`src/rtl/core/smtq_pkg.sv`:
```
`timescale 1ns / 1ps
// ----------------------------------------------------------------------------
// smtq_pkg
// Shared types, codes and helpers of the sorted multi-timer queue core.
// ----------------------------------------------------------------------------
package smtq_pkg;

    // field widths
    localparam int IDW = 3;
    localparam int DLW = 64;
    localparam int IVW = 32;
    localparam int PRW = 8;

    // operation codes
    localparam logic [1:0] OP_TICK  = 2'd0;
    localparam logic [1:0] OP_START = 2'd1;
    localparam logic [1:0] OP_STOP  = 2'd2;

    // result status codes
    localparam logic [2:0] STS_STARTED = 3'd0;
    localparam logic [2:0] STS_REFUSED = 3'd1;
    localparam logic [2:0] STS_BAD_ID  = 3'd2;
    localparam logic [2:0] STS_STOPPED = 3'd3;
    localparam logic [2:0] STS_EXPIRED = 3'd4;
    localparam logic [2:0] STS_NONE    = 3'd5;

    // register indexes (byte address bits 4:3)
    localparam logic [1:0] REG_TIMER_COUNT = 2'd0;
    localparam logic [1:0] REG_REPEAT_MASK = 2'd1;
    localparam logic [1:0] REG_PRIORITY    = 2'd2;

    // input word
    typedef struct packed {
        logic [1:0]     opcode;
        logic [IDW-1:0] timer_index;
        logic [IVW-1:0] interval;
    } in_word_t;

    // result word
    typedef struct packed {
        logic [2:0]     status;
        logic [IDW-1:0] fired_index;
        logic           last;
    } out_word_t;

    // one queue cell entry
    typedef struct packed {
        logic           valid;
        logic [IDW-1:0] id;
        logic [DLW-1:0] deadline;
    } entry_t;

    // key broadcast to all cells
    typedef struct packed {
        logic [IDW-1:0] id;
        logic [DLW-1:0] deadline;
        logic [PRW-1:0] prio;
    } key_t;

    // cell command
    typedef enum logic [1:0] {
        CELL_HOLD   = 2'd0,
        CELL_INSERT = 2'd1,
        CELL_REMOVE = 2'd2,
        CELL_POP    = 2'd3
    } cell_cmd_t;

    // priority of a timer from the packed priority register
    function automatic logic [PRW-1:0] prio_of(input logic [63:0] prio_bits,
                                               input logic [IDW-1:0] id);
        return prio_bits[{id, 3'b000} +: PRW];
    endfunction

endpackage

```
`src/rtl/core/sorted_multi_timer_queue_core.sv`:
```
`timescale 1ns / 1ps
// ----------------------------------------------------------------------------
// sorted_multi_timer_queue_core
// Timer queue sorted by deadline, then priority, then arrival, held in a
// row of cells; handles tick, start and stop commands.
// ----------------------------------------------------------------------------
//
//  channel   handshake             payload              notes
//  command   start / busy          item   (in_word_t)   taken when start && !busy
//  result    done (one cycle)      result (out_word_t)  no back-pressure
//  config    psel/penable/pwrite   paddr, pwdata        64-bit regs at 8*i
//
//  stop, refused and bad-id commands finish in idle; start adds the deadline,
//  then the cells insert in parallel.
//  tick pops the expired heads one per cycle, then shows one result per fired
//  timer, with one more step for each repeated timer reinserted.
//  reset empties the queue at once, time starts at zero; no clearing pass.
//  results are shown for one cycle each and cannot be stalled.
//
module sorted_multi_timer_queue_core #(
    parameter int MAX_TIMERS = 8
) (
    input  logic                clk,
    input  logic                rst_n,
    input  logic                start,
    output logic                busy,
    input  smtq_pkg::in_word_t  item,
    output logic                done,
    output smtq_pkg::out_word_t result,
    input  logic                psel,
    input  logic                penable,
    input  logic                pwrite,
    input  logic [4:0]          paddr,
    input  logic [63:0]         pwdata,
    output logic [63:0]         prdata,
    output logic                pready
);

    localparam int IW = (MAX_TIMERS > 1) ? $clog2(MAX_TIMERS) : 1;
    localparam int CW = $clog2(MAX_TIMERS + 1);
    localparam logic [3:0] MAX_CNT = 4'(MAX_TIMERS);

    typedef enum logic [4:0] {
        S_IDLE   = 5'b00001,
        S_INSERT = 5'b00010,
        S_POP    = 5'b00100,
        S_LOAD   = 5'b01000,
        S_REINS  = 5'b10000
    } state_t;

    state_t                          state_reg, state_next;
    logic [smtq_pkg::DLW-1:0]        time_now_reg, time_now_next;
    logic [smtq_pkg::IVW-1:0]        interval_reg [MAX_TIMERS];
    logic [smtq_pkg::IVW-1:0]        interval_next [MAX_TIMERS];
    logic [smtq_pkg::IDW-1:0]        fired_reg [MAX_TIMERS];
    logic [smtq_pkg::IDW-1:0]        fired_next [MAX_TIMERS];
    logic [CW-1:0]                   fire_cnt_reg, fire_cnt_next;
    logic [IW-1:0]                   fire_ptr_reg, fire_ptr_next;
    logic [smtq_pkg::IDW-1:0]        ins_id_reg, ins_id_next;
    logic [smtq_pkg::DLW-1:0]        ins_dl_reg, ins_dl_next;
    logic [3:0]                      timer_count_reg, timer_count_next;
    logic [7:0]                      repeat_mask_reg, repeat_mask_next;
    logic [63:0]                     prio_bits_reg, prio_bits_next;
    logic                            done_reg, done_next;
    smtq_pkg::out_word_t             result_reg, result_next;

    smtq_pkg::cell_cmd_t             cell_cmd;
    smtq_pkg::key_t                  key;
    smtq_pkg::entry_t                entries  [MAX_TIMERS];
    smtq_pkg::entry_t                left_in  [MAX_TIMERS];
    smtq_pkg::entry_t                right_in [MAX_TIMERS];
    logic                            found [MAX_TIMERS+1];

    logic [3:0]                      limit;
    logic                            id_bad;
    logic                            running;
    logic                            head_expired;
    logic                            tail_free;
    logic [smtq_pkg::IDW-1:0]        cur_fire;
    logic                            last_fire;
    logic                            cfg_write;

    // broadcast key: addressed id while idle, pending insert otherwise
    assign key.id       = (state_reg == S_IDLE) ? item.timer_index : ins_id_reg;
    assign key.deadline = ins_dl_reg;
    assign key.prio     = smtq_pkg::prio_of(prio_bits_reg, key.id);

    // row of cells
    assign found[0] = 1'b0;
    for (genvar g = 0; g < MAX_TIMERS; g++)
    begin : g_cell
        if (g == 0)
        begin : g_first
            assign left_in[g] = '0;
        end
        else
        begin : g_inner_l
            assign left_in[g] = entries[g-1];
        end
        if (g == MAX_TIMERS - 1)
        begin : g_last
            assign right_in[g] = '0;
        end
        else
        begin : g_inner_r
            assign right_in[g] = entries[g+1];
        end

        smtq_cell u_cell (
            .clk       (clk),
            .rst_n     (rst_n),
            .cmd       (cell_cmd),
            .key       (key),
            .prio_bits (prio_bits_reg),
            .left      (left_in[g]),
            .right     (right_in[g]),
            .found_in  (found[g]),
            .found_out (found[g+1]),
            .entry     (entries[g])
        );
    end

    // queue status
    assign running      = found[MAX_TIMERS];
    assign head_expired = entries[0].valid && (entries[0].deadline <= time_now_reg);
    assign tail_free    = !entries[MAX_TIMERS-1].valid;
    assign limit        = (timer_count_reg > MAX_CNT) ? MAX_CNT : timer_count_reg;
    assign id_bad       = ({1'b0, item.timer_index} >= limit);
    assign cur_fire     = fired_reg[fire_ptr_reg];
    assign last_fire    = ((CW'(fire_ptr_reg) + CW'(1)) == fire_cnt_reg);
    assign cfg_write    = psel && penable && pwrite;

    // sequencer
    always_comb
    begin
        state_next       = state_reg;
        time_now_next    = time_now_reg;
        interval_next    = interval_reg;
        fired_next       = fired_reg;
        fire_cnt_next    = fire_cnt_reg;
        fire_ptr_next    = fire_ptr_reg;
        ins_id_next      = ins_id_reg;
        ins_dl_next      = ins_dl_reg;
        done_next        = 1'b0;
        result_next      = result_reg;
        cell_cmd         = smtq_pkg::CELL_HOLD;

        unique case (state_reg)
            S_IDLE:
            begin
                if (start)
                begin
                    result_next.fired_index = item.timer_index;
                    result_next.last        = 1'b1;
                    if (item.opcode == smtq_pkg::OP_TICK)
                    begin
                        time_now_next = time_now_reg + 64'd1;
                        fire_cnt_next = '0;
                        state_next    = S_POP;
                    end
                    else if ((item.opcode == smtq_pkg::OP_START) && !id_bad)
                    begin
                        done_next = 1'b1;
                        if (running)
                        begin
                            result_next.status = smtq_pkg::STS_REFUSED;
                        end
                        else
                        begin
                            result_next.status = smtq_pkg::STS_STARTED;
                            interval_next[item.timer_index[IW-1:0]] = item.interval;
                            ins_id_next = item.timer_index;
                            ins_dl_next = time_now_reg + {32'd0, item.interval};
                            state_next  = S_INSERT;
                        end
                    end
                    else if ((item.opcode == smtq_pkg::OP_STOP) && !id_bad)
                    begin
                        // unlink is a no-op when no cell matches
                        done_next          = 1'b1;
                        result_next.status = smtq_pkg::STS_STOPPED;
                        cell_cmd           = smtq_pkg::CELL_REMOVE;
                    end
                    else
                    begin
                        done_next          = 1'b1;
                        result_next.status = smtq_pkg::STS_BAD_ID;
                    end
                end
            end
            S_INSERT:
            begin
                if (tail_free)
                begin
                    cell_cmd = smtq_pkg::CELL_INSERT;
                end
                state_next = S_IDLE;
            end
            S_POP:
            begin
                if (head_expired)
                begin
                    cell_cmd = smtq_pkg::CELL_POP;
                    fired_next[fire_cnt_reg[IW-1:0]] = entries[0].id;
                    fire_cnt_next = fire_cnt_reg + CW'(1);
                end
                else if (fire_cnt_reg == '0)
                begin
                    done_next               = 1'b1;
                    result_next.status      = smtq_pkg::STS_NONE;
                    result_next.fired_index = '0;
                    result_next.last        = 1'b1;
                    state_next              = S_IDLE;
                end
                else
                begin
                    fire_ptr_next = '0;
                    state_next    = S_LOAD;
                end
            end
            S_LOAD:
            begin
                done_next               = 1'b1;
                result_next.status      = smtq_pkg::STS_EXPIRED;
                result_next.fired_index = cur_fire;
                result_next.last        = last_fire;
                if (repeat_mask_reg[cur_fire])
                begin
                    ins_id_next = cur_fire;
                    ins_dl_next = time_now_reg + {32'd0, interval_reg[cur_fire[IW-1:0]]};
                    state_next  = S_REINS;
                end
                else if (last_fire)
                begin
                    state_next = S_IDLE;
                end
                else
                begin
                    fire_ptr_next = fire_ptr_reg + IW'(1);
                end
            end
            S_REINS:
            begin
                if (tail_free)
                begin
                    cell_cmd = smtq_pkg::CELL_INSERT;
                end
                if (last_fire)
                begin
                    state_next = S_IDLE;
                end
                else
                begin
                    fire_ptr_next = fire_ptr_reg + IW'(1);
                    state_next    = S_LOAD;
                end
            end
            default:
            begin
                state_next = S_IDLE;
            end
        endcase
    end

    // configuration writes
    always_comb
    begin
        timer_count_next = timer_count_reg;
        repeat_mask_next = repeat_mask_reg;
        prio_bits_next   = prio_bits_reg;
        if (cfg_write)
        begin
            unique case (paddr[4:3])
                smtq_pkg::REG_TIMER_COUNT: timer_count_next = pwdata[3:0];
                smtq_pkg::REG_REPEAT_MASK: repeat_mask_next = pwdata[7:0];
                smtq_pkg::REG_PRIORITY:    prio_bits_next   = pwdata;
                default:
                begin
                end
            endcase
        end
    end

    // configuration reads
    always_comb
    begin
        unique case (paddr[4:3])
            smtq_pkg::REG_TIMER_COUNT: prdata = {60'd0, timer_count_reg};
            smtq_pkg::REG_REPEAT_MASK: prdata = {56'd0, repeat_mask_reg};
            smtq_pkg::REG_PRIORITY:    prdata = prio_bits_reg;
            default:                   prdata = 64'd0;
        endcase
    end

    // control state
    always_ff @(posedge clk or negedge rst_n)
    begin
        if (!rst_n)
        begin
            state_reg       <= S_IDLE;
            time_now_reg    <= '0;
            fire_cnt_reg    <= '0;
            fire_ptr_reg    <= '0;
            timer_count_reg <= '0;
            repeat_mask_reg <= '0;
            prio_bits_reg   <= '0;
            done_reg        <= 1'b0;
        end
        else
        begin
            state_reg       <= state_next;
            time_now_reg    <= time_now_next;
            fire_cnt_reg    <= fire_cnt_next;
            fire_ptr_reg    <= fire_ptr_next;
            timer_count_reg <= timer_count_next;
            repeat_mask_reg <= repeat_mask_next;
            prio_bits_reg   <= prio_bits_next;
            done_reg        <= done_next;
        end
    end

    // payload
    always_ff @(posedge clk)
    begin
        interval_reg <= interval_next;
        fired_reg    <= fired_next;
        ins_id_reg   <= ins_id_next;
        ins_dl_reg   <= ins_dl_next;
        result_reg   <= result_next;
    end

    assign busy   = (state_reg != S_IDLE);
    assign done   = done_reg;
    assign result = result_reg;
    assign pready = 1'b1;

endmodule

```
`src/rtl/core/smtq_cell.sv`:
```
`timescale 1ns / 1ps
// ----------------------------------------------------------------------------
// smtq_cell
// One slot of the sorted queue: holds an entry, compares it with the
// broadcast key and shifts with its neighbors on insert, remove and pop.
// ----------------------------------------------------------------------------
module smtq_cell (
    input  logic                clk,
    input  logic                rst_n,
    input  smtq_pkg::cell_cmd_t cmd,
    input  smtq_pkg::key_t      key,
    input  logic [63:0]         prio_bits,
    input  smtq_pkg::entry_t    left,
    input  smtq_pkg::entry_t    right,
    input  logic                found_in,
    output logic                found_out,
    output smtq_pkg::entry_t    entry
);

    logic                          valid_reg, valid_next;
    logic [smtq_pkg::IDW-1:0]      id_reg, id_next;
    logic [smtq_pkg::DLW-1:0]      deadline_reg, deadline_next;
    logic [smtq_pkg::PRW-1:0]      own_prio;
    logic                          before_me;
    logic                          match;
    logic                          hit;

    // ordering: new key goes ahead of this entry
    assign own_prio  = smtq_pkg::prio_of(prio_bits, id_reg);
    assign before_me = !valid_reg || (deadline_reg > key.deadline) ||
                       ((deadline_reg == key.deadline) && (own_prio < key.prio));
    assign match     = valid_reg && (id_reg == key.id);

    // hit chain: insertion point or id match, first cell wins
    assign hit       = (cmd == smtq_pkg::CELL_INSERT) ? before_me : match;
    assign found_out = found_in | hit;

    // next entry
    always_comb
    begin
        valid_next    = valid_reg;
        id_next       = id_reg;
        deadline_next = deadline_reg;
        unique case (cmd)
            smtq_pkg::CELL_HOLD:
            begin
            end
            smtq_pkg::CELL_INSERT:
            begin
                if (found_in)
                begin
                    valid_next    = left.valid;
                    id_next       = left.id;
                    deadline_next = left.deadline;
                end
                else if (before_me)
                begin
                    valid_next    = 1'b1;
                    id_next       = key.id;
                    deadline_next = key.deadline;
                end
            end
            smtq_pkg::CELL_REMOVE:
            begin
                if (found_out)
                begin
                    valid_next    = right.valid;
                    id_next       = right.id;
                    deadline_next = right.deadline;
                end
            end
            smtq_pkg::CELL_POP:
            begin
                valid_next    = right.valid;
                id_next       = right.id;
                deadline_next = right.deadline;
            end
            default:
            begin
            end
        endcase
    end

    // control state
    always_ff @(posedge clk or negedge rst_n)
    begin
        if (!rst_n)
        begin
            valid_reg <= 1'b0;
        end
        else
        begin
            valid_reg <= valid_next;
        end
    end

    // payload
    always_ff @(posedge clk)
    begin
        id_reg       <= id_next;
        deadline_reg <= deadline_next;
    end

    assign entry.valid    = valid_reg;
    assign entry.id       = id_reg;
    assign entry.deadline = deadline_reg;

endmodule

```
`config.mk`:
```
export PLATFORM = sky130hd
export DESIGN_NAME = sorted_multi_timer_queue_core
export DESIGN_NICKNAME = d
export VERILOG_FILES = /design/src/rtl/core/smtq_pkg.sv /design/src/rtl/core/sorted_multi_timer_queue_core.sv /design/src/rtl/core/smtq_cell.sv
export SDC_FILE = /design/constraint.sdc
export NUM_CORES = 2
export LEC_CHECK = 0
export BUFFER_PORTS_ARGS = -buffer_cell sky130_fd_sc_hd__buf_2
export CELL_PAD_IN_SITES_DETAIL_PLACEMENT = 0
export CELL_PAD_IN_SITES_GLOBAL_PLACEMENT = 1
export CORE_MARGIN = 5
export CORE_UTILIZATION = 50
export CTS_CLUSTER_DIAMETER = 120
export DETAILED_ROUTE_END_ITERATION = 8
export PLACE_DENSITY = 0.83
export SYNTH_ARGS = -nofsm -noshare
export SYNTH_HDL_FRONTEND = slang
export SYNTH_HIERARCHICAL = 1
export SYNTH_SLANG_ARGS = --single-unit
```
`constraint.sdc`:
```
create_clock -name clk -period 28.7 [get_ports clk]
set_input_delay 5.74 -clock clk [delete_from_list [all_inputs] [get_ports clk]]
set_output_delay 5.74 -clock clk [all_outputs]
set_load 0.03 [all_outputs]
```
==> impl_summary.txt <==
----------------------------------------------------
[Outcome]
  Run status ... finished, violations left
  Violations in the final reports ... capacitance limit, slew limit

[Yosys]
  Post-synth EDFFs ... 890
  Library cells used by synthesis ... 88
  Post-synth ARST share ... 15.3%
  Post-Synthesis Cells ... 7063
  Synth Warn # ... 6
  Synth Register Bits ... 1051
  Share of synthesized area occupied by flip-flops and latches ... 42.9%
  Synth Flop Type ... sky130_fd_sc_hd__edfxtp_1
  Synthesized area per cell ... 10.2 um2
  Largest area contributor in the netlist ... sky130_fd_sc_hd__edfxtp_1
  Area share of the largest cell type after synthesis ... 37.3%
  Largest cells by area after synthesis ... sky130_fd_sc_hd__edfxtp_1 (37%), sky130_fd_sc_hd__ha_1 (12%), sky130_fd_sc_hd__mux2i_1 (7.8%)
  Cell Area, Synth ... 71700 um2

[STA]
  Fin. Hold Viols ... 0
  Final cycle utilization of the critical path ... 68.2%
  Transition at the pin with the smallest max-transition slack ... 1500 ps
  Achievable clock frequency ... 51.1 MHz
  Final-report setup violation count ... 0
  Total count of max-transition violations in the final report ... 2
  Unrepaired setup endpoints after global routing ... false
  Clock Skews ... 69.8 ps
  Normalized max-slew margin ... -2.67%
  Final sum of negative setup slack ... 0 ps
  Final Critical Period ... 19560 ps

[Layout]
  Area Growth Syn to Fin ... 9.95%
  Total Nets Final ... 8037
  Most frequent standard cell in the layout excluding fill and tap cells ... sky130_fd_sc_hd__nand2_1
  Flip-flop count of the largest register, all copies and words added ... 512
  Fin area ... 78900 um2
  Most frequent cells in the layout ... sky130_fd_sc_hd__nand2_1 (1125), sky130_fd_sc_hd__edfxtp_1 (890), sky130_fd_sc_hd__o21ai_0 (687)
  Share of cells above drive strength 1 ... 10.6%
  End-of-flow core utilization ... 55.1%
  Fillers ... 12.4k

[Critical path]
  Slowest cell on the critical path ... sky130_fd_sc_hd__nor4_1
  Slack of the worst reg-to-reg path ... 12160 ps
  Worst path max stage delay ... 770 ps
  Launching instance or port of the critical path ... item[33]
  Worst endpoint data arrival time ... 19910 ps
  Type of destination of the critical path ... register
  Worst reg2reg startpoint ... time_now_reg[53]
  Worst EP required ... 29050 ps
  Highest fanout seen on the critical path ... 48
  CP Class ... in2reg
  Most common cell type on the critical path ... sky130_fd_sc_hd__buf_4
  Startpoint type of the worst setup path ... input pin

[Detailed routing]
  Remaining DRCs ... 0
  Final Routed Wirelength ... 209000 um
  Drt pass-1 iters ... 6
  Vias per std cell ... 6.00
  DR iter-0 viols ... 5029
  Via count of the routed design ... 55.5k
  Routed WL per cell ... 22.6 um
  Number of routed nets with antenna violations ... 0

[Run]
  Count of maximum capacitance violations ... 2

[Placement]
  GPL Wtd Cong ... 0.931
  Count of port buffers added during placement ... 181
  Placed standard-cell area ... 75100 um2
  Post-detailed-placement half-perimeter wirelength ... 146000 um

[CTS]
  Root buffer cell ... sky130_fd_sc_hd__clkbuf_16
  CTS tree ... done
  CTS buffer count ... 116
  Insertion delay of the later-clocked pin in the worst-skew pair ... 780 ps
  # Post-CTS Setup Buffers ... 0
  Maximum root-to-sink buffer count ... 3
  Post-CTS clock slew at the launch and capture registers of the worst setup and hold paths ... 50 ps
  Post-cts resize count ... 0
  Max H-tree Level ... 3
  Count of hold buffers inserted by post-cts repair ... 0
  Clock net sink count ... 1051

[Global routing]
  Number of global-route vias before repair ... 53.8k
  Pin count of the biggest net entering global routing ... 267
  Initial antenna violation count ... 7
  Global-route wire length before repair ... 321000 um
  Overall fraction of global-route tracks in use ... 26.9%
  Global route total overflow ... 0

[Worst hold path]
  Tightest Hold Check Type ... reg2reg
  Launch point of the worst hold path ... time_now_reg[21]

[Floorplanning]
  Die X ... 389 um
  Area of the placeable core ... 143000 um2
  Chip Height ... 389 um
  Number of placement rows ... 139
  Area of the die ... 151000 um2
  Number of primary I/O pins ... 186
  Effective utilization at floorplan ... 50.1%

[Pwr]
  IR drop worst, VDD ... 0.0772 mV
  PD cells ... 67.7 nW/um2
  P_leak ... 33.4 nW

----------------------------------------------------
==> critical path, delay by kind of cell <==
family / cells / cell delay, ps
AO/OA/AOI/OAI: 21 / 5180
adder cells (fa/ha/maj): 1 / 270
buffers and inverters: 14 / 4560
multiplexers: 1 / 110
AND/OR/NAND/NOR: 16 / 3900
==> logic make-up (layout without fill, tap and decap cells) <==
kind of cell	count (synthesis)	in the layout	share of synthesized area [%]
muxes	833	833	14.3
AOI/OAI and AO/OA	1336	1336	10.8
adders and majority gates	672	672	11.7
and+or+nand+nor	2001	2001	12.9
xor gates and xnor gates	152	152	1.86
DFF	1051	1051	42.9
buffers and inverters	1016	1170	5.56
other	2	140	0.0105
==> report_power, final <==
group / switching (mW) / leakage [nW] / internal, mW
Sequential: 0.216 / 9.98 / 1.86
Combinational: 1.04 / 21.5 / 0.720
Clock: 0.658 / 1.86 / 0.849
Total: 1.92 / 33.4 / 3.42
==> through the flow <==
| stage | hold slack (ps) | power, mW | std cells | setup WS [ps] |
|---|---|---|---|---|
| floorplan | 472 | 3.30 | 7199 | 11360 |
| global route | 541 | 5.62 | 9257 | 8370 |
| global placement | 501 | 3.78 | 9038 | 8820 |
| finish | 509 | 5.34 | 9258 | 9140 |
| CTS | 514 | 5.35 | 9256 | 9360 |
| detailed placement | 502 | 3.83 | 9038 | 8670 |
==> per-layer routing <==
metal	vias up	share of wire [%]	global-route usage, %
met2	1930	46	43.2
met5	-	0.016	0
met1	27400	43	37.5
met3	277	7.1	3.90
li1	26000	-	-
met4	6	3.6	9.21
==> cell usage after synthesis (12+ instances only) <==
cell type,number
sky130_fd_sc_hd__nand3_1,181
sky130_fd_sc_hd__a31oi_1,46
sky130_fd_sc_hd__a21o_1,65
sky130_fd_sc_hd__o211ai_1,23
sky130_fd_sc_hd__a311oi_1,37
sky130_fd_sc_hd__and3_1,56
sky130_fd_sc_hd__a221oi_1,20
sky130_fd_sc_hd__buf_2,80
sky130_fd_sc_hd__nor2_1,131
sky130_fd_sc_hd__nand3b_1,14
sky130_fd_sc_hd__and4_1,14
sky130_fd_sc_hd__nor3_1,88
sky130_fd_sc_hd__a211oi_1,39
sky130_fd_sc_hd__nand4_1,179
sky130_fd_sc_hd__mux4_2,127
sky130_fd_sc_hd__a21oi_1,283
sky130_fd_sc_hd__xnor2_1,130
sky130_fd_sc_hd__inv_1,677
sky130_fd_sc_hd__ha_1,671
sky130_fd_sc_hd__o21bai_1,12
sky130_fd_sc_hd__nand2b_1,19
sky130_fd_sc_hd__mux2_2,134
sky130_fd_sc_hd__nand2_1,1125
sky130_fd_sc_hd__xor2_1,22
sky130_fd_sc_hd__buf_1,24
sky130_fd_sc_hd__nor2b_1,24
sky130_fd_sc_hd__edfxtp_1,890
sky130_fd_sc_hd__nor4_1,31
sky130_fd_sc_hd__o21a_1,13
sky130_fd_sc_hd__o21ai_0,688
sky130_fd_sc_hd__dfrtp_1,160
sky130_fd_sc_hd__mux2i_1,560
sky130_fd_sc_hd__clkbuf_1,216
sky130_fd_sc_hd__and2_1,71
==> worst paths after layout <==
check / end / depth (start not counted)
max: interval_reg[180] / 53
min: time_now_reg[21] / 1
max reg2reg: interval_reg[180] / 49
min reg2reg: time_now_reg[21] / 1
max in group asynchronous: time_now_reg[60] / 3
min in group asynchronous: time_now_reg[14] / 1
==> cell type report <==
type	count	area (um2)	share of cell area, %
multi-input combinational	5132	37800	47.9
sequential	1051	30800	39.0
clock buffer	160	3210	4.07
inverter	681	2560	3.24
tap	1903	2380	3.02
timing repair buffer	271	1600	2.03
clock inverter	58	611	0.774
antenna	2	5.00	0.00634
Note: power is estimated with default switching activity, not from simulation.
